===== src/rtl/mtcs_pkg.sv =====
`timescale 1ns / 1ps
// ----------------------------------------------------------------------------
// mtcs_pkg: shared types and constants for the threshold crossing scan
// Item, result and cell-to-cell record formats, mode and register codes.
// ----------------------------------------------------------------------------
package mtcs_pkg;

	localparam int SAMPLE_BITS = 16;
	localparam int MIN_W       = 16;
	localparam int STEP_W      = 12;
	localparam int TCOUNT_W    = 9;
	localparam int WIN_W       = 10;
	localparam int IDX_W       = 8;
	localparam int COUNT_W     = 32;
	localparam int CFG_IDX_W   = 3;
	localparam int CFG_DATA_W  = 16;

	typedef enum logic [1:0] {
		MODE_SAMPLE = 2'd0,
		MODE_READ   = 2'd1,
		MODE_CLEAR  = 2'd2,
		MODE_RSVD   = 2'd3
	} mode_t;

	typedef enum logic [CFG_IDX_W-1:0] {
		REG_THRESHOLD_MIN   = 3'd0,
		REG_THRESHOLD_STEP  = 3'd1,
		REG_THRESHOLD_COUNT = 3'd2,
		REG_WINDOW_FIRST    = 3'd3,
		REG_WINDOW_LAST     = 3'd4
	} cfg_reg_t;

	typedef enum logic [1:0] {
		PH_IDLE  = 2'd0,
		PH_ARMED = 2'd1,
		PH_FIRED = 2'd2
	} phase_t;

	typedef struct packed {
		mode_t                         mode;
		logic signed [SAMPLE_BITS-1:0] sample_value;
		logic                          event_end;
		logic [IDX_W-1:0]              read_index;
	} item_t;

	typedef struct packed {
		logic [COUNT_W-1:0] count_value;
		logic [IDX_W-1:0]   count_index;
	} result_t;

	// Record handed from one cell to the next.
	typedef struct packed {
		logic                          valid;
		mode_t                         op;
		logic                          last;
		logic                          inwin;
		logic signed [SAMPLE_BITS-1:0] sample;
		logic [STEP_W-1:0]             step;
		logic [IDX_W-1:0]              rd_idx;
		logic [COUNT_W-1:0]            rd_cnt;
	} link_t;

endpackage


===== src/rtl/mtcs_cell.sv =====
`timescale 1ns / 1ps
// ----------------------------------------------------------------------------
// mtcs_cell: one threshold cell of the scan chain
// Holds the phase and event count of one threshold and passes each request on.
// ----------------------------------------------------------------------------
module mtcs_cell
	import mtcs_pkg::*;
#(
	parameter int IDX   = 0,
	parameter int CMP_W = 26,
	parameter int REM_W = 9
) (
	input  logic                    clk,
	input  logic                    arst_n,
	input  logic                    advance,
	input  link_t                   prev_item,
	input  logic signed [CMP_W-1:0] prev_thr,
	input  logic [REM_W-1:0]        prev_rem,
	output link_t                   next_item,
	output logic signed [CMP_W-1:0] next_thr,
	output logic [REM_W-1:0]        next_rem
);

	phase_t             phase_q;
	phase_t             ph_next;
	logic [COUNT_W-1:0] count_q;
	logic               active;
	logic               thr_pos;
	logic               idx_hit;
	logic signed [CMP_W-1:0] s_ext;
	logic signed [CMP_W-1:0] s2_ext;
	link_t              item_out;

	// The remaining grid size travels with the request; zero means this cell is unused.
	assign active  = (prev_rem != '0);
	assign thr_pos = !prev_thr[CMP_W-1] && (prev_thr != '0);
	assign idx_hit = (32'(prev_item.rd_idx) == 32'(IDX));
	assign s_ext   = CMP_W'(prev_item.sample);
	assign s2_ext  = s_ext <<< 1;

	always_comb begin
		ph_next = phase_q;
		if (active && prev_item.inwin) begin
			if (thr_pos) begin
				case (phase_q)
					PH_IDLE: begin
						if (s2_ext < prev_thr) ph_next = PH_ARMED;
					end
					PH_ARMED: begin
						if (s_ext > prev_thr) ph_next = PH_FIRED;
					end
					default: ;
				endcase
			end else if (s_ext < prev_thr) begin
				ph_next = PH_FIRED;
			end
		end
	end

	// A read request picks up this cell's count when the index matches.
	always_comb begin
		item_out = prev_item;
		if (prev_item.valid && prev_item.op == MODE_READ && active && idx_hit) begin
			item_out.rd_cnt = count_q;
		end
	end

	always_ff @(posedge clk or negedge arst_n) begin
		if (!arst_n) begin
			phase_q   <= PH_IDLE;
			count_q   <= '0;
			next_item <= '0;
		end else if (advance) begin
			next_item <= item_out;
			if (prev_item.valid) begin
				case (prev_item.op)
					MODE_SAMPLE: begin
						if (prev_item.last) begin
							phase_q <= PH_IDLE;
							if (active && ph_next == PH_FIRED && count_q != '1) begin
								count_q <= count_q + COUNT_W'(1);
							end
						end else begin
							phase_q <= ph_next;
						end
					end
					MODE_CLEAR: begin
						count_q <= '0;
					end
					default: ;
				endcase
			end
		end
	end

	always_ff @(posedge clk) begin
		if (advance) begin
			next_thr <= prev_thr + CMP_W'(prev_item.step);
			next_rem <= active ? prev_rem - REM_W'(1) : prev_rem;
		end
	end

endmodule


===== config.mk =====
export PLATFORM = sky130hd
export DESIGN_NAME = mtcs_cell
export DESIGN_NICKNAME = d
export VERILOG_FILES = /design/src/rtl/mtcs_pkg.sv /design/src/rtl/mtcs_cell.sv
export SDC_FILE = /design/constraint.sdc
export NUM_CORES = 1
export LEC_CHECK = 0
export BUFFER_PORTS_ARGS = -buffer_cell sky130_fd_sc_hd__buf_2
export CORE_ASPECT_RATIO = 1.75
export CORE_MARGIN = 2
export CORE_UTILIZATION = 59
export CTS_BUF_LIST = sky130_fd_sc_hd__clkbuf_8
export DETAILED_ROUTE_END_ITERATION = 8
export PLACE_DENSITY_LB_ADDON = 0.15
export SLEW_MARGIN = 20
export SYNTH_ARGS = -nofsm -noshare
export SYNTH_HDL_FRONTEND = slang
export SYNTH_SLANG_ARGS = --single-unit

===== constraint.sdc =====
create_clock -name clk -period 6.3 [get_ports clk]
set_input_delay 1.26 -clock clk [delete_from_list [all_inputs] [get_ports clk]]
set_output_delay 1.26 -clock clk [all_outputs]
set_load 0.02 [all_outputs]

### Word-level counts from Yosys, hierarchy flattened

Cells that the tools add are included.

* register bits: 142
* bits of input ports: 111
* output and inout bits: 108
* word-level logic and storage cells: 53

* add/sub/neg operators: 3
* magnitude comparators: 3
* equal/unequal tests: 7
* mux-type cells: 12
* reductions and logical operators: 16

Operator list (count)
* $mux W32: 3
* $pmux W32 S2: 1
* $add A32 B1 Y32 const B: 1
* $ne A32 B32 Y1 const B: 1
* $add A26 B12 Y26: 1
* $gt A16 B26 Y1: 1
* $lt A16 B26 Y1: 1
* $lt A17 B26 Y1: 1
* $reduce_bool A26 Y1: 1
* $mux W2: 6
* $mux W9: 1
* $reduce_bool A9 Y1: 1
* $sub A9 B1 Y9 const B: 1
* $logic_not A8 Y1: 1
* $logic_and A1 B1 Y1: 7
* $reduce_and A5 Y1: 1
* $eq A2 B1 Y1 const B: 2
* $eq A2 B2 Y1 const B: 2
* $logic_not A2 Y1: 2
* $ne A2 B2 Y1 const B: 2
* $pmux W2 S2: 1
* $reduce_and A3 Y1: 1
* $reduce_bool A2 Y1: 1
* $logic_not A1 Y1: 1

### Depth between registers and ports, before layout

* depth in word-level cells: 11
* depth in mapped cells: 12
* mapped depth without buffers: 10

### Least setup slack after synthesis

OpenSTA, ideal clock, no wires.

* path kind: input -> register
* start point: input port prev_thr[25]
* end point: register count_q[29]
* arrival: 3616 ps
* data required time: 6222 ps
* path slack: 2606 ps
* cell stages on the path: 9
* cells stage by stage: inv_1 > ha_1 > nand4_2 > or4_4 > o211a_4 > mux2_4 > buf_6 > or4_1 > a21oi_1

* word-level cells in the longest chain between the ends: 10
* elaborated cells on any way between the ends: 17

Ends and longest elaborated chain
* start: declaration: line mtcs_cell.sv:17 `input logic signed [CMP_W-1:0] prev_thr,`
* $gt A16 B26 Y1 or $lt A17 B26 Y1 (tied branches): line mtcs_cell.sv:50, mtcs_cell.sv:47
* $mux W2 (on tied branches): line mtcs_cell.sv:50, mtcs_cell.sv:47
* $pmux W2 S2: line mtcs_cell.sv:45 `case (phase_q)`
* $mux W2 (*): line mtcs_cell.sv:44 `if (thr_pos) begin`
* $mux W2 (*): line mtcs_cell.sv:43 `if (active && prev_item.inwin) begin`
* $eq A2 B2 Y1 (*): line mtcs_cell.sv:80 `if (active && ph_next == PH_FIRED && count_q != '1) begin`
* $logic_and A1 B1 Y1 (*) (2 in a row): line mtcs_cell.sv:80
* $ne A2 B2 Y1 (no line) (*)
* $reduce_and A5 Y1 (no line) (*)
* end signal: assignment: line mtcs_cell.sv:81 `count_q <= count_q + COUNT_W'(1);`
* end: declaration: line mtcs_cell.sv:26 `logic [COUNT_W-1:0] count_q;`

Mark *: on every way between the ends. The rest lies on a longest branch, timed or not.
A chain may end at the register's enable or synchronous reset.

### Worst setup path in the final report

* start point: input port advance
* end point: register count_q[31]

* word-level cells in the longest chain between the ends: 1

Ends and longest elaborated chain
* start: declaration: line mtcs_cell.sv:15 `input logic advance,`
* $reduce_and A5 Y1 (no line)

Every way passes these cells.

==> results.py <==
metrics = {
    "timing": {
        "slew_headroom_pct": 34.8,
        "fin_crit_sh_pct": 63.1,
        "clock_skew_ns": 0.00654,
        "finalSetupViolCount": 0,
        "worst_pin_slew_ns": 0.978,
        "rsz0062_at_grt": "no",
        "drv_slew": 0,
        "fmax_ghz": 0.251,
        "hold_viol": 0,
        "setup_ws_ns": 2.32,
        "post-route-min-period_ns": 3.98,
        "fin_tns_setup_ns": 0,
    },
    "cts": {
        "cts_hold_buf": 0,
        "cts-buffers-inserted": 17,
        "cts_root_buf": "clkbuf_8",
        "clock-sinks": 142,
        "clockBufferDepth": 2,
        "cts_setup_buffers": 0,
        "cts_tree": "done",
        "ctsHtreeMaxLevel": 4,
        "cts_resized": 0,
        "clock_latency_ns": 0.44,
        "clk_pin_slew_ns": 0.08,
    },
    "min_path": {
        "hold_path_class": "reg -> reg",
    },
    "pwr": {
        "leakage_nw": 4.35,
        "total_power_mw": 2.36,
        "max-vdd-ir-drop_mv": 0.192,
        "power_per_cell_area_nw_per_um2": 244,
    },
    "global_routing": {
        "antenna_found_initial": 1,
        "grt_pass1_vias": 6990,
        "grt_overflow": 0,
        "grt_pass1_wl_um": 32700,
        "grt_usage_pct": 28.3,
        "grt_max_degree": 75,
    },
    "synthesis": {
        "async_reset_ff_share_pct": 75.4,
        "ys_ff_latch": 142,
        "ys.flop_type": "dfrtp_1",
        "synthAdderAreaFrac_pct": 8.78,
        "yosys_warnings": 0,
        "yosysTopAreaCell": "dfrtp_1",
        "avgSynthCellArea_um2": 10.6,
        "post_synth_xor_area_fraction_pct": 3.15,
        "yosys.area_share.simple_pct": 15.0,
        "synth_top_family_by_area": "simple AND/OR/NAND/NOR gates",
        "synth-compound-area-share_pct": 12.7,
        "ys_seq_area_share_pct": 46.2,
        "ys_types": 63,
        "synth_mux_area_share_pct": 10.1,
        "syn_area_um2": 8070,
        "synth_edf_count": 35,
        "postSynthCellCount": 761,
        "synth.area.top_cells": "dfrtp_1, edfxtp_1, ha_1",
        "yosys.area.top_type_share_pct": 33.2,
        "syn_nets": 928,
    },
    "final_layout": {
        "nNetsFinal": 1135,
        "final_cell_mix": "buf_2, dfrtp_1, a21oi_1",
        "drive_gt1_share_pct": 31.2,
        "final_area_um2": 9680,
        "final_common_cell": "buf_2",
        "ff_latch_area_um2": 3730,
        "area_delta_synth_final_pct": 20.1,
        "multi_input_area_um2": 4030,
        "num-fill-cells": 1063,
    },
    "floorplanning": {
        "design.core.area_um2": 13400,
        "pin_count": 219,
        "rows": 56,
        "die_w_um": 92.4,
        "start_util_pct": 60.3,
        "die_area_um2": 14700,
        "die_h_um": 159,
    },
    "flow_run": {
        "cap_violations": 0,
    },
    "setup_path": {
        "critPathCaptureType": "flip-flop",
        "crit_type": "in -> reg",
        "crit_path_max_fanout": 74,
        "arrival_ns": 4.34,
        "critical_path_required_ns": 6.66,
        "startpoint_type": "primary input",
    },
    "place": {
        "placed_area_um2": 9250,
        "finalWeightedCongestion": 0.907,
        "dpl.hpwl_um": 15400,
        "port_buffers": 218,
        "dp_slack_ns": 1.90,
    },
    "drt": {
        "first_iter_violations": 342,
        "ant_nets": 0,
        "drc_errors": 0,
        "vias": 6920,
        "first_pass_iters": 5,
        "wl_per_cell_um": 17.6,
        "wl_um": 20400,
        "vias_per_cell": 5.99,
    },
    "run_status": {
        "status": "finished, final reports clean",
    },
}
[flip-flops by register name, indices dropped and copies added (netlist names)]
signal	cells
count_q	32
next_item	73
next_rem	9
next_thr	26
phase_q	2
[stage by stage]
step / util, % / hold WS [ns] / cells
6_report: 72.4 / 0.504 / 1156
5_1_grt: 72.4 / 0.515 / 1156
4_1_cts: 72.3 / 0.508 / 1155
3_5_place_dp: 69.1 / 0.491 / 1123
3_3_place_gp: 69.1 / 0.484 / 1123
2_1_floorplan: - / 0.487 / 761
[cells in the mapped netlist, types with 13 or more instances]
cell type,n
nand2_1,30
and3_1,13
nor2_1,48
nand3_1,22
xnor2_1,25
or3_1,18
clkbuf_1,21
a21oi_1,74
ha_1,55
mux2_2,40
mux2i_1,35
inv_1,40
nand4_1,34
dfrtp_1,107
o21ai_0,24
edfxtp_1,35
[where the power goes]
group	internal [mW]	total (mW)	switching, mW	leakage [nW]
combinational	0.184	0.508	0.324	2.50
clock	0.431	0.791	0.360	0.209
sequential	1.02	1.06	0.0348	1.64
total	1.64	2.36	0.719	4.35
[cell type report]
cell class                 instances  area share [%]
tap                              174            2.25
sequential                       142            38.5
antenna                            1          0.0258
clock buffer                      17            2.42
inverter                          40            1.55
multi-input combinational        545            41.6
timing repair buffer             222            11.6
clock inverter                    15            2.00
[layer usage]
metal | routed length (um) | track usage, % | vias to the layer above
met2 | 10900 | 52.2 | 259
met3 | 1050 | 4.64 | 52
met5 | 0 | 0 | -
met1 | 7530 | 30.8 | 3354
li1 | - | - | 3255
met4 | 850 | 15.1 | 0
[worst max-delay path, cell delays in order]
cell     delay [ns]
buf_4          0.57
nand2_1        0.29
nor2_1         0.15
nand3_1        0.16
a41oi_2        0.83
nand3_1        0.38
or4_1          0.48
a21oi_1        0.15
[worst paths after layout]
kind | startpoint | to | slack [ns] | cells after the start
setup / recovery | advance | count_q[31] | 2.32 | 8
hold / removal | next_item[69] | next_item[69] | 0.50 | 1
setup reg to reg | count_q[2] | count_q[31] | 3.02 | 7
hold reg to reg | next_item[69] | next_item[69] | 0.50 | 1
max in group asynchronous | arst_n | next_item[39] | 4.24 | 2
min in group asynchronous | arst_n | next_item[30] | 0.89 | 1
[cells by family after synthesis]
family,after synthesis
adders and majority gates,56
buffers and inverters,74
DFF,142
muxes,76
AOI/OAI and AO/OA,162
and+or+nand+nor,222
xor gates and xnor gates,29
(Power assumes the default switching activity.)
