`config.mk`:
```
export PLATFORM = sky130hd
export DESIGN_NAME = mtcs_front
export DESIGN_NICKNAME = d
export VERILOG_FILES = /design/src/rtl/mtcs_pkg.sv /design/src/rtl/mtcs_front.sv
export SDC_FILE = /design/constraint.sdc
export NUM_CORES = 1
export LEC_CHECK = 0
export ABC_AREA = 1
export BUFFER_PORTS_ARGS = -buffer_cell sky130_fd_sc_hd__buf_2
export CAP_MARGIN = 10
export CELL_PAD_IN_SITES_DETAIL_PLACEMENT = 0
export CELL_PAD_IN_SITES_GLOBAL_PLACEMENT = 1
export CORE_MARGIN = 1
export CORE_UTILIZATION = 32
export CTS_CLUSTER_DIAMETER = 60
export DETAILED_ROUTE_END_ITERATION = 7
export PLACE_DENSITY_LB_ADDON = 0.1
export SKIP_CTS_REPAIR_TIMING = 1
export SYNTH_ARGS = -nofsm -noshare
export SYNTH_HDL_FRONTEND = slang
export SYNTH_SLANG_ARGS = --single-unit
```
`constraint.sdc`:
```
create_clock -name clk -period 1.3 [get_ports clk]
set_input_delay 0.065 -clock clk [delete_from_list [all_inputs] [get_ports clk]]
set_output_delay 0.065 -clock clk [all_outputs]
set_load 0.03 [all_outputs]
```
`src/rtl/mtcs_pkg.sv`:
```
`timescale 1ns / 1ps
// ----------------------------------------------------------------------------
// mtcs_pkg: shared types and constants for the threshold crossing scan
// Item, result and cell-to-cell record formats, mode and register codes.
// ----------------------------------------------------------------------------
package mtcs_pkg;

	localparam int SAMPLE_BITS = 16;
	localparam int MIN_W       = 16;
	localparam int STEP_W      = 12;
	localparam int TCOUNT_W    = 9;
	localparam int WIN_W       = 10;
	localparam int IDX_W       = 8;
	localparam int COUNT_W     = 32;
	localparam int CFG_IDX_W   = 3;
	localparam int CFG_DATA_W  = 16;

	typedef enum logic [1:0] {
		MODE_SAMPLE = 2'd0,
		MODE_READ   = 2'd1,
		MODE_CLEAR  = 2'd2,
		MODE_RSVD   = 2'd3
	} mode_t;

	typedef enum logic [CFG_IDX_W-1:0] {
		REG_THRESHOLD_MIN   = 3'd0,
		REG_THRESHOLD_STEP  = 3'd1,
		REG_THRESHOLD_COUNT = 3'd2,
		REG_WINDOW_FIRST    = 3'd3,
		REG_WINDOW_LAST     = 3'd4
	} cfg_reg_t;

	typedef enum logic [1:0] {
		PH_IDLE  = 2'd0,
		PH_ARMED = 2'd1,
		PH_FIRED = 2'd2
	} phase_t;

	typedef struct packed {
		mode_t                         mode;
		logic signed [SAMPLE_BITS-1:0] sample_value;
		logic                          event_end;
		logic [IDX_W-1:0]              read_index;
	} item_t;

	typedef struct packed {
		logic [COUNT_W-1:0] count_value;
		logic [IDX_W-1:0]   count_index;
	} result_t;

	// Record handed from one cell to the next.
	typedef struct packed {
		logic                          valid;
		mode_t                         op;
		logic                          last;
		logic                          inwin;
		logic signed [SAMPLE_BITS-1:0] sample;
		logic [STEP_W-1:0]             step;
		logic [IDX_W-1:0]              rd_idx;
		logic [COUNT_W-1:0]            rd_cnt;
	} link_t;

endpackage

```
`src/rtl/mtcs_front.sv`:
```
`timescale 1ns / 1ps
// ----------------------------------------------------------------------------
// mtcs_front: configuration registers and request entry of the scan chain
// Tracks the sample position within an event and builds the head record.
// ----------------------------------------------------------------------------
module mtcs_front
	import mtcs_pkg::*;
#(
	parameter int MAX_THRESHOLDS    = 256,
	parameter int SAMPLES_PER_EVENT = 1024,
	parameter int CMP_W             = 26,
	parameter int REM_W             = 9
) (
	input  logic                    clk,
	input  logic                    arst_n,
	input  logic                    cfg_we,
	input  logic [CFG_IDX_W-1:0]    cfg_index,
	input  logic [CFG_DATA_W-1:0]   cfg_data,
	input  logic                    accept,
	input  item_t                   item,
	output link_t                   head_item,
	output logic signed [CMP_W-1:0] head_thr,
	output logic [REM_W-1:0]        head_rem
);

	localparam int POS_W  = $clog2(SAMPLES_PER_EVENT);
	localparam int WCMP_W = (POS_W > WIN_W) ? POS_W : WIN_W;

	logic signed [MIN_W-1:0] thr_min_q;
	logic [STEP_W-1:0]       thr_step_q;
	logic [TCOUNT_W-1:0]     thr_count_q;
	logic [WIN_W-1:0]        win_first_q;
	logic [WIN_W-1:0]        win_last_q;
	logic [POS_W-1:0]        pos_q;
	logic [WCMP_W-1:0]       pos_ext;
	logic                    inwin;
	logic [31:0]             grid;

	always_ff @(posedge clk or negedge arst_n) begin
		if (!arst_n) begin
			thr_min_q   <= '0;
			thr_step_q  <= STEP_W'(1);
			thr_count_q <= TCOUNT_W'(256);
			win_first_q <= '0;
			win_last_q  <= '1;
		end else if (cfg_we) begin
			unique case (cfg_reg_t'(cfg_index))
				REG_THRESHOLD_MIN:   thr_min_q   <= cfg_data[MIN_W-1:0];
				REG_THRESHOLD_STEP:  thr_step_q  <= cfg_data[STEP_W-1:0];
				REG_THRESHOLD_COUNT: thr_count_q <= cfg_data[TCOUNT_W-1:0];
				REG_WINDOW_FIRST:    win_first_q <= cfg_data[WIN_W-1:0];
				REG_WINDOW_LAST:     win_last_q  <= cfg_data[WIN_W-1:0];
				default: ;
			endcase
		end
	end

	always_ff @(posedge clk or negedge arst_n) begin
		if (!arst_n) begin
			pos_q <= '0;
		end else if (accept && item.mode == MODE_SAMPLE) begin
			if (item.event_end || pos_q == POS_W'(SAMPLES_PER_EVENT - 1)) begin
				pos_q <= '0;
			end else begin
				pos_q <= pos_q + POS_W'(1);
			end
		end
	end

	assign pos_ext = WCMP_W'(pos_q);
	assign inwin   = (pos_ext >= WCMP_W'(win_first_q)) && (pos_ext <= WCMP_W'(win_last_q));
	assign grid    = (32'(thr_count_q) < 32'(MAX_THRESHOLDS)) ? 32'(thr_count_q)
	                                                         : 32'(MAX_THRESHOLDS);

	always_comb begin
		head_item.valid  = accept && (item.mode != MODE_RSVD);
		head_item.op     = item.mode;
		head_item.last   = item.event_end;
		head_item.inwin  = inwin;
		head_item.sample = item.sample_value;
		head_item.step   = thr_step_q;
		head_item.rd_idx = item.read_index;
		head_item.rd_cnt = '0;
	end

	assign head_thr = CMP_W'(thr_min_q);
	assign head_rem = REM_W'(grid);

endmodule

```
# Word-level counts from Yosys, hierarchy flattened

Index checks and enable logic that the tools add are counted.

Bits in registers: 67
Output and inout port bits: 108

$add $sub $neg: 1
$lt $le $gt $ge: 3
Eq/ne operators: 6
Multiplexer cells: 2
Reduce and logical (&&, ||, !) cells: 11

Operator list:

| kind                                                                  | count |
|---|---|
| 10-bit by 1-bit adder with 10-bit output, second input constant       | 1 |
| 10-bit equality test, second input constant                           | 1 |
| 10-bit greater-or-equal comparator                                    | 1 |
| 10-bit <= comparator                                                  | 1 |
| 10-bit 2-to-1 mux                                                     | 1 |
| 2-bit AND reduction                                                   | 5 |
| 9-bit < comparator, second input constant                             | 1 |
| 9-bit 2-to-1 mux                                                      | 1 |
| 3-bit by 2-bit equality test with 1-bit output, second input constant | 2 |
| 3-bit by 1-bit equality test with 1-bit output, second input constant | 1 |
| 3-bit equality test, second input constant                            | 1 |
| 1-bit logical AND                                                     | 3 |
| 3-bit logical NOT                                                     | 1 |
| 2-bit logical NOT                                                     | 1 |
| 2-bit inequality test, second input constant                          | 1 |
| 1-bit logical OR                                                      | 1 |

# Longest topological paths before layout

Gate-level depths: netlist of the first run.

Depth in word-level cells: 3
Depth in mapped cells: 10
Mapped depth without buffers: 9

# Least setup slack after synthesis of the first run

No wires, ideal clock.

Path kind: flip-flop to output port
Start point: register win_last_q[9]
End point: output port head_item[68] in the netlist's numbering
Arrival: 1.437 ns
Slack: -0.202 ns
Cell stages (with the launch flop): 8
Path buffers: 1
Path through: dfstp_2 inv_1 ha_1 a21o_1 nor2_1 nand3_1 a21oi_1 buf_4

Cells in the longest elaborated chain, start to end: 2

RTL lines:

| what                   | RTL line         | RTL |
|---|---|---|
| start, declared        | mtcs_front.sv:33 | `logic [WIN_W-1:0] win_last_q;` |
| start signal, assigned | mtcs_front.sv:52 | `REG_WINDOW_LAST: win_last_q <= cfg_data[WIN_W-1:0];` |
| 10-bit <= comparator   | mtcs_front.sv:71 | `assign inwin = (pos_ext >= WCMP_W'(win_first_q)) && (pos_ext <= WCMP_W'(win_last_q));` |
| 1-bit logical AND      | mtcs_front.sv:71 |  |
| end, declared          | mtcs_front.sv:21 | `output link_t head_item,` |

Every way passes these cells.

==> run_results.csv, run 1 <==
group,metric,value,unit
run_status,status,"finished with violations",
run_status,violations,"negative setup slack",
sta,hold_viol_final,0,
power,powerDensity,1580,mW/mm^2
synthesis,synthSimpleGateAreaFrac,0.166,
clocking,cts_root_buf,"clkbuf_16",
synthesis,synth_mux_area_frac,0.0115,
synthesis,yosys.area.top_type,"dfrtp_1",
clocking,clk_latency,0.32,ns
power,intPower,0.00496,W
grt,grt_max_degree,68,
finish,multi_input_area,0.00177,sq mm
detailed_routing,via_per_inst,4.24,
synthesis,synth_edf_count,0,
grt,grt_overflow,0,
synthesis,synthAdderAreaFrac,0.0672,
synthesis,yosysMostFrequentCell,"nand2_1",
worst_setup_path,worstRegToRegCells,7,
detailed_routing,wl_per_cell,13.2,um
placement,port_buffers,77,
clocking,tritoncts,"built",
sta,period_share,1.43,
detailed_routing,drt_iter0_markers,118,
power,p_switching,0.00278,W
worst_setup_path,critPathArrivalTime,1.80,ns
worst_setup_path,r2r-end,"pos_ext[6]",
worst_setup_path,crit_end,"head_item[68]",
power,vdd_drop_max,717,uV
synthesis,yosysTopAreaCellShare,0.352,
grt,antenna_found_initial,0,
floorplanning,die_w,113,um
clocking,clk_pin_slew,0.05,ns
sta,skew,0.00537,ns
worst_setup_path,r2r_setup_slack,-0.20,ns
synthesis,ys_ff_latch,67,
clocking,clk_path_buf_depth,2,
worst_setup_path,cp_max_fo,3,
min_path,hp-class,"in2reg",
synthesis,synth_warnings,0,
floorplanning,num_rows,40,
sta,max_freq,0.537,GHz
synthesis,synth.cell_area,0.00391,sq mm
power,combPwrFrac,0.323,
finish,drive_gt1_frac,0.398,
job,cap_violations,0,
detailed_routing,drcViolationCount,0,
synthesis,synth_compound_area_frac,0.102,
finish,seq_area,0.00170,sq mm
power,p_leak,2.53,nW
power,clkPwrFrac,0.321,
clocking,ctsHtreeMaxLevel,3,
synthesis,async_reset_ff_frac,1.00,
floorplanning,core_area,0.0120,sq mm
floorplanning,die_area,0.0127,sq mm
power,seqPwrFrac,0.356,
sta,fin_crit,1.86,ns
clocking,cts_buffers,9,
placement,place_ws,-0.396,ns
sta,setup-tns-final,-2.14,ns
floorplanning,io_pins,158,
detailed_routing,routed_wl,8.90,mm
detailed_routing,ant_nets,0,
synthesis,synth_top_family_by_area,"buffers and inverters",
worst_setup_path,setup.worst_path.start,"win_last_q[9]",
synthesis,synth_xor_area_frac,0.0112,
clocking,cts_sinks,67,
synthesis,ys_types,31,
floorplanning,initial_core_util,0.327,
finish,diodes,0,
power,p_sw_frac,0.359,
detailed_routing,num_vias,2849,
finish,nFillCells,1260,
worst_setup_path,critPathRequiredTime,1.24,ns
worst_setup_path,critPathLaunchType,"register",
detailed_routing,first_pass_iters,4,
sta,setup_violations,11,
worst_setup_path,worstSetupEndpointType,"primary output",
synthesis,synth.area.top_cells,"dfrtp_1, buf_4, nand2_1",
sta,setup_ws,-0.563,ns
synthesis,syn_area_per_cell,8.73,sq um
sta,finalMaxSlewViolations,0,
finish,area_growth,25.1,%
floorplanning,die_h,113,um
finish,nets,591,
synthesis,yosysSeqAreaShare,0.433,
worst_setup_path,r2r-start,"pos_ext[1]",
grt,grt_pass1_wl,13.8,mm
grt,grt_pass1_vias,2662,
placement,dpl.hpwl,6.11,mm
placement,gp_congestion,0.737,
synthesis,syn_inst,448,
worst_setup_path,worst-setup-path-type,"reg2out",
synthesis,synth_ff_type,"dfrtp_1",
synthesis,synthTopCellsByCount,"nand2_1, buf_4, inv_1",
grt,grt.total_usage,0.143,
sta,rsz0062_at_grt,"true",
==> per-layer routing <==
metal  wire length [um]  share of wire  up-vias  global-route usage
met3                391          0.044       12              0.0346
met4                 87         0.0098        0              0.0560
li1                   -              -     1451                   -
met2               4280           0.48       83               0.232
met5                  0              0        -                   0
met1               4140           0.46     1303               0.185
==> flip-flops by register name (all words and copies together), names as in the netlist <==
signal       flops
thr_step_q      12
thr_min_q       16
win_last_q      10
pos_ext         10
thr_count_q      9
win_first_q     10
==> through the flow <==
stage / util / cells / hold WS, ns / power [W] / cell area [sq um]
floorplan: - / 479 / -0.231 / 0.00457 / 4030
CTS: 0.375 / 661 / -0.221 / 0.00750 / 4490
global route: 0.409 / 672 / 0.0204 / 0.00823 / 4890
global placement: 0.350 / 645 / 0.130 / 0.00494 / 4190
detailed placement: 0.350 / 645 / 0.125 / 0.00496 / 4190
finish: 0.409 / 672 / 0.00270 / 0.00774 / 4890
==> cell families (layout without fill, tap and decap cells) <==
kind of cell / count (synthesis) / in the layout
buffers and inverters: 139 / 185
muxes: 4 / 4
other: 1 / 32
adders and majority gates: 21 / 21
and+or+nand+nor: 143 / 143
xor gates and xnor gates: 5 / 5
AOI/OAI and AO/OA: 68 / 68
DFF: 67 / 67
==> placed cells by master (no fill, tap or decap), types with 2 or more instances in the layout <==
master,count
o21ai_1,25
xor2_1,3
o21ai_0,21
clkinvlp_4,2
buf_12,2
ha_4,11
mux2_2,4
buf_6,8
dfrtp_1,49
o21ai_2,10
nand2_2,3
nand3_2,3
xnor2_1,2
nand3b_4,2
o21bai_1,2
nand2_4,6
dlygate4sd3_1,5
buf_2,74
nor2_1,14
inv_2,8
inv_1,50
nor2_4,5
nand3_1,7
dfrtp_2,6
dfstp_2,12
ha_1,10
a21o_1,2
nand2_1,84
nor2_2,13
a21oi_1,5
clkbuf_16,9
conb_1,32
buf_4,22
nand4_1,4
==> worst max-delay path: stages, from the launching register on <==
cell	delay (ns)
dfstp_2	0.54
inv_2	0.04
ha_4	0.26
nand2_2	0.07
nor2_4	0.11
nand4_1	0.12
a21oi_2	0.18
buf_6	0.15
==> final cells by class <==
class,instances,area share
Inverter,58,0.0445
Sequential cell,67,0.347
Tap cell,147,0.0376
Timing Repair Buffer,111,0.146
Clock buffer,11,0.0496
Multi-Input combinational cell,273,0.362
Clock inverter,5,0.0128
==> how the worst min path moves through the flow <==
stage / depth (start not counted) / from / to
3_3_place_gp: 0 / item[10] / head_item[53]
2_1_floorplan: 0 / arst_n / pos_ext[0]
3_5_place_dp: 2 / arst_n / thr_count_q[7]
5_1_grt: 3 / cfg_data[11] / thr_step_q[11]
4_1_cts: 2 / arst_n / thr_count_q[7]
6_report: 3 / cfg_data[10] / thr_min_q[10]
==> power groups by stage <==
stage	clock (W)	combinational, W	sequential (W)
global route	0.00267	0.00276	0.00280
finish	0.00248	0.00250	0.00275
global placement	0	0.00218	0.00276
CTS	0.00256	0.00219	0.00274
floorplan	0	0.00150	0.00307
detailed placement	0	0.00219	0.00277
No activity file was read; power rests on OpenSTA's default activity.
==> run 2, diff against run 1 <==
--- a/config.mk
+++ b/config.mk
@@ -11,7 +11,7 @@
 export CELL_PAD_IN_SITES_DETAIL_PLACEMENT = 0
 export CELL_PAD_IN_SITES_GLOBAL_PLACEMENT = 1
 export CORE_MARGIN = 1
-export CORE_UTILIZATION = 32
+export CORE_UTILIZATION = 35
 export CTS_CLUSTER_DIAMETER = 60
 export DETAILED_ROUTE_END_ITERATION = 7
 export PLACE_DENSITY_LB_ADDON = 0.1
==> constraint.sdc (replaced) <==
create_clock -name clk -period 1.8 [get_ports clk]
set_input_delay 0.09 -clock clk [delete_from_list [all_inputs] [get_ports clk]]
set_output_delay 0.09 -clock clk [all_outputs]
set_load 0.03 [all_outputs]
==> run 2 against run 1 <==
The run ends with negative hold slack, negative setup slack left. Critical path type unchanged. Via count decreased by 3.4%. Worst hold slack lost 0.0039 ns. Wire length shrank 7.2%.
==> run_results.csv, run 2 (synthesized netlist as in run 1, its figures left out) <==
group,metric,value,unit
grt,grt_overflow,0,
sta,period_share,1.07,
sta,skew,0.00690,ns
finish,largest_reg_flops,16,
grt,grt_pass1_wl,13.4,mm
placement,place_area,0.00407,sq mm
finish,fin_util,0.415,
power,p_leak,2.37,nW
floorplanning,io_pins,158,
power,powerDensity,1090,mW/mm^2
finish,final_cells,647,
clocking,cts_sinks,67,
sta,finalMaxSlewViolations,0,
grt,antenna_found_initial,0,
finish,regMostFlops,"thr_min_q",
clocking,ctsHtreeMaxLevel,3,
finish,drive_gt1_frac,0.337,
detailed_routing,drcViolationCount,0,
finish,diodes,0,
grt,grt.total_usage,0.154,
grt,grt_max_degree,68,
worst_setup_path,crit_slowest_cell,"dfstp_2",
sta,rsz0062_at_grt,"true",
finish,layout_commonest_cell,"nand2_1",
detailed_routing,wl_per_cell,12.8,um
run_status,violations,"negative hold slack, negative setup slack",
finish,reg_top3,"thr_min_q (16), thr_step_q (12)",
clocking,cts_root_buf,"clkbuf_8",
placement,dp_cells,624,
worst_setup_path,path_cells,"inv_1 -> ha_1 -> inv_1 -> o21bai_1 -> nand3_1 -> nand3_1 -> a21oi_2 -> buf_6",
job,cap_violations,0,
worst_setup_path,critPathArrivalTime,1.83,ns
detailed_routing,num_vias,2751,
run_status,status,"finished with violations",
grt,grt_pass1_vias,2595,
floorplanning,num_rows,38,
worst_setup_path,worstSetupEndpointType,"primary output",
clocking,tritoncts,"built",
sta,timing.hold.ws,-0.00116,ns
placement,place_ws,0.0547,ns
clocking,clk_path_buf_depth,2,
clocking,clk_latency,0.33,ns
sta,setup_ws,-0.118,ns
sta,max_freq,0.521,GHz
clocking,cts_buffers,9,
worst_setup_path,crit_path_max_incr_delay,0.54,ns
power,vdd_drop_max,419,uV
finish,nets,573,
floorplanning,die_area,0.0116,sq mm
floorplanning,initial_core_util,0.361,
worst_setup_path,critPathRequiredTime,1.71,ns
placement,gp_congestion,0.744,
detailed_routing,ant_nets,0,
sta,fin_crit,1.92,ns
min_path,hp-class,"in2reg",
worst_setup_path,critPathLaunchType,"register",
placement,port_buffers,77,
worst_setup_path,worst-setup-path-type,"reg2out",
floorplanning,die_w,108,um
sta,setup_violations,1,
finish,area_growth,14.9,%
worst_setup_path,critical_path_buf_inv_count,3,
detailed_routing,routed_wl,8.26,mm
finish,design_area,0.00449,sq mm
clocking,clk_pin_slew,0.08,ns
worst_setup_path,cp_max_fo,2,
floorplanning,die_h,108,um
floorplanning,core_area,0.0108,sq mm
detailed_routing,drt_iter0_markers,120,
finish,final_cell_mix,"nand2_1, buf_2, inv_1, dfrtp_1, conb_1",
sta,hold_viol_final,1,
detailed_routing,via_per_inst,4.25,
detailed_routing,first_pass_iters,4,
placement,dpl.hpwl,5.98,mm
worst_setup_path,cp_top_family,"flip-flops",
==> run 2: changes by cell type in the layout (fill, tap and decap cells not counted), moves of 4 or more <==
cell | before | now
ha_4 | 11 | 7
clkbuf_8 | 1 | 10
buf_6 | 8 | 2
nor2_2 | 13 | 4
nor2_1 | 14 | 24
buf_4 | 22 | 9
clkbuf_16 | 9 | 0
==> run 2: worst register-to-register path: stages (launching register included) <==
cell     delay (ns)
dfrtp_1        0.46
ha_1           0.24
nand2_1        0.08
nor2_2         0.15
nand4_2        0.16
a21oi_4        0.28
nor2_1         0.10
==> run 2: final cells by class <==
type                       instances  area, sq um
inverter                          58          218
tap                              140          175
timing repair buffer              93          541
multi-input combinational        273         1660
fill                            1139         6350
clock buffer                      10          138
sequential                        67         1700
clock inverter                     6         71.3
==> run 2: final timing paths <==
| check | start | endpoint | slack (ns) | cells after the start |
|---|---|---|---|---|
| max | win_last_q[1] | head_item[68] | -0.12 | 8 |
| min | cfg_data[10] | thr_min_q[10] | -0.001 | 3 |
| max reg2reg | pos_ext[1] | pos_ext[7] | 0.22 | 6 |
| min reg2reg | thr_step_q[0] | thr_step_q[0] | 0.48 | 2 |
| max in group asynchronous | arst_n | win_last_q[7] | 1.17 | 3 |
| min in group asynchronous | arst_n | pos_ext[0] | 0.29 | 3 |
==> run 2: per-stage QoR <==
stage | total power (W) | TNS (ns)
final | 0.00491 | -0.118
after global routing | 0.00525 | -0.216
after CTS | 0.00485 | -0.329
after detailed placement | 0.00352 | 0
after global placement | 0.00351 | 0
after floorplan | 0.00330 | 0
==> run 2: power by group <==
part	switching [W]	internal (W)	total [W]
logic	0.00109	0.000531	0.00162
clock network	0.000617	0.000690	0.00131
registers	0.000174	0.00181	0.00198
total	0.00188	0.00303	0.00491
==> run 2: metal layers <==
layer	GRT usage	wire length (um)	up-vias
li1	-	-	1413
met1	0.211	3930	1237
met2	0.229	3630	84
met3	0.0430	514	17
met4	0.0626	178	0
met5	0	0	-
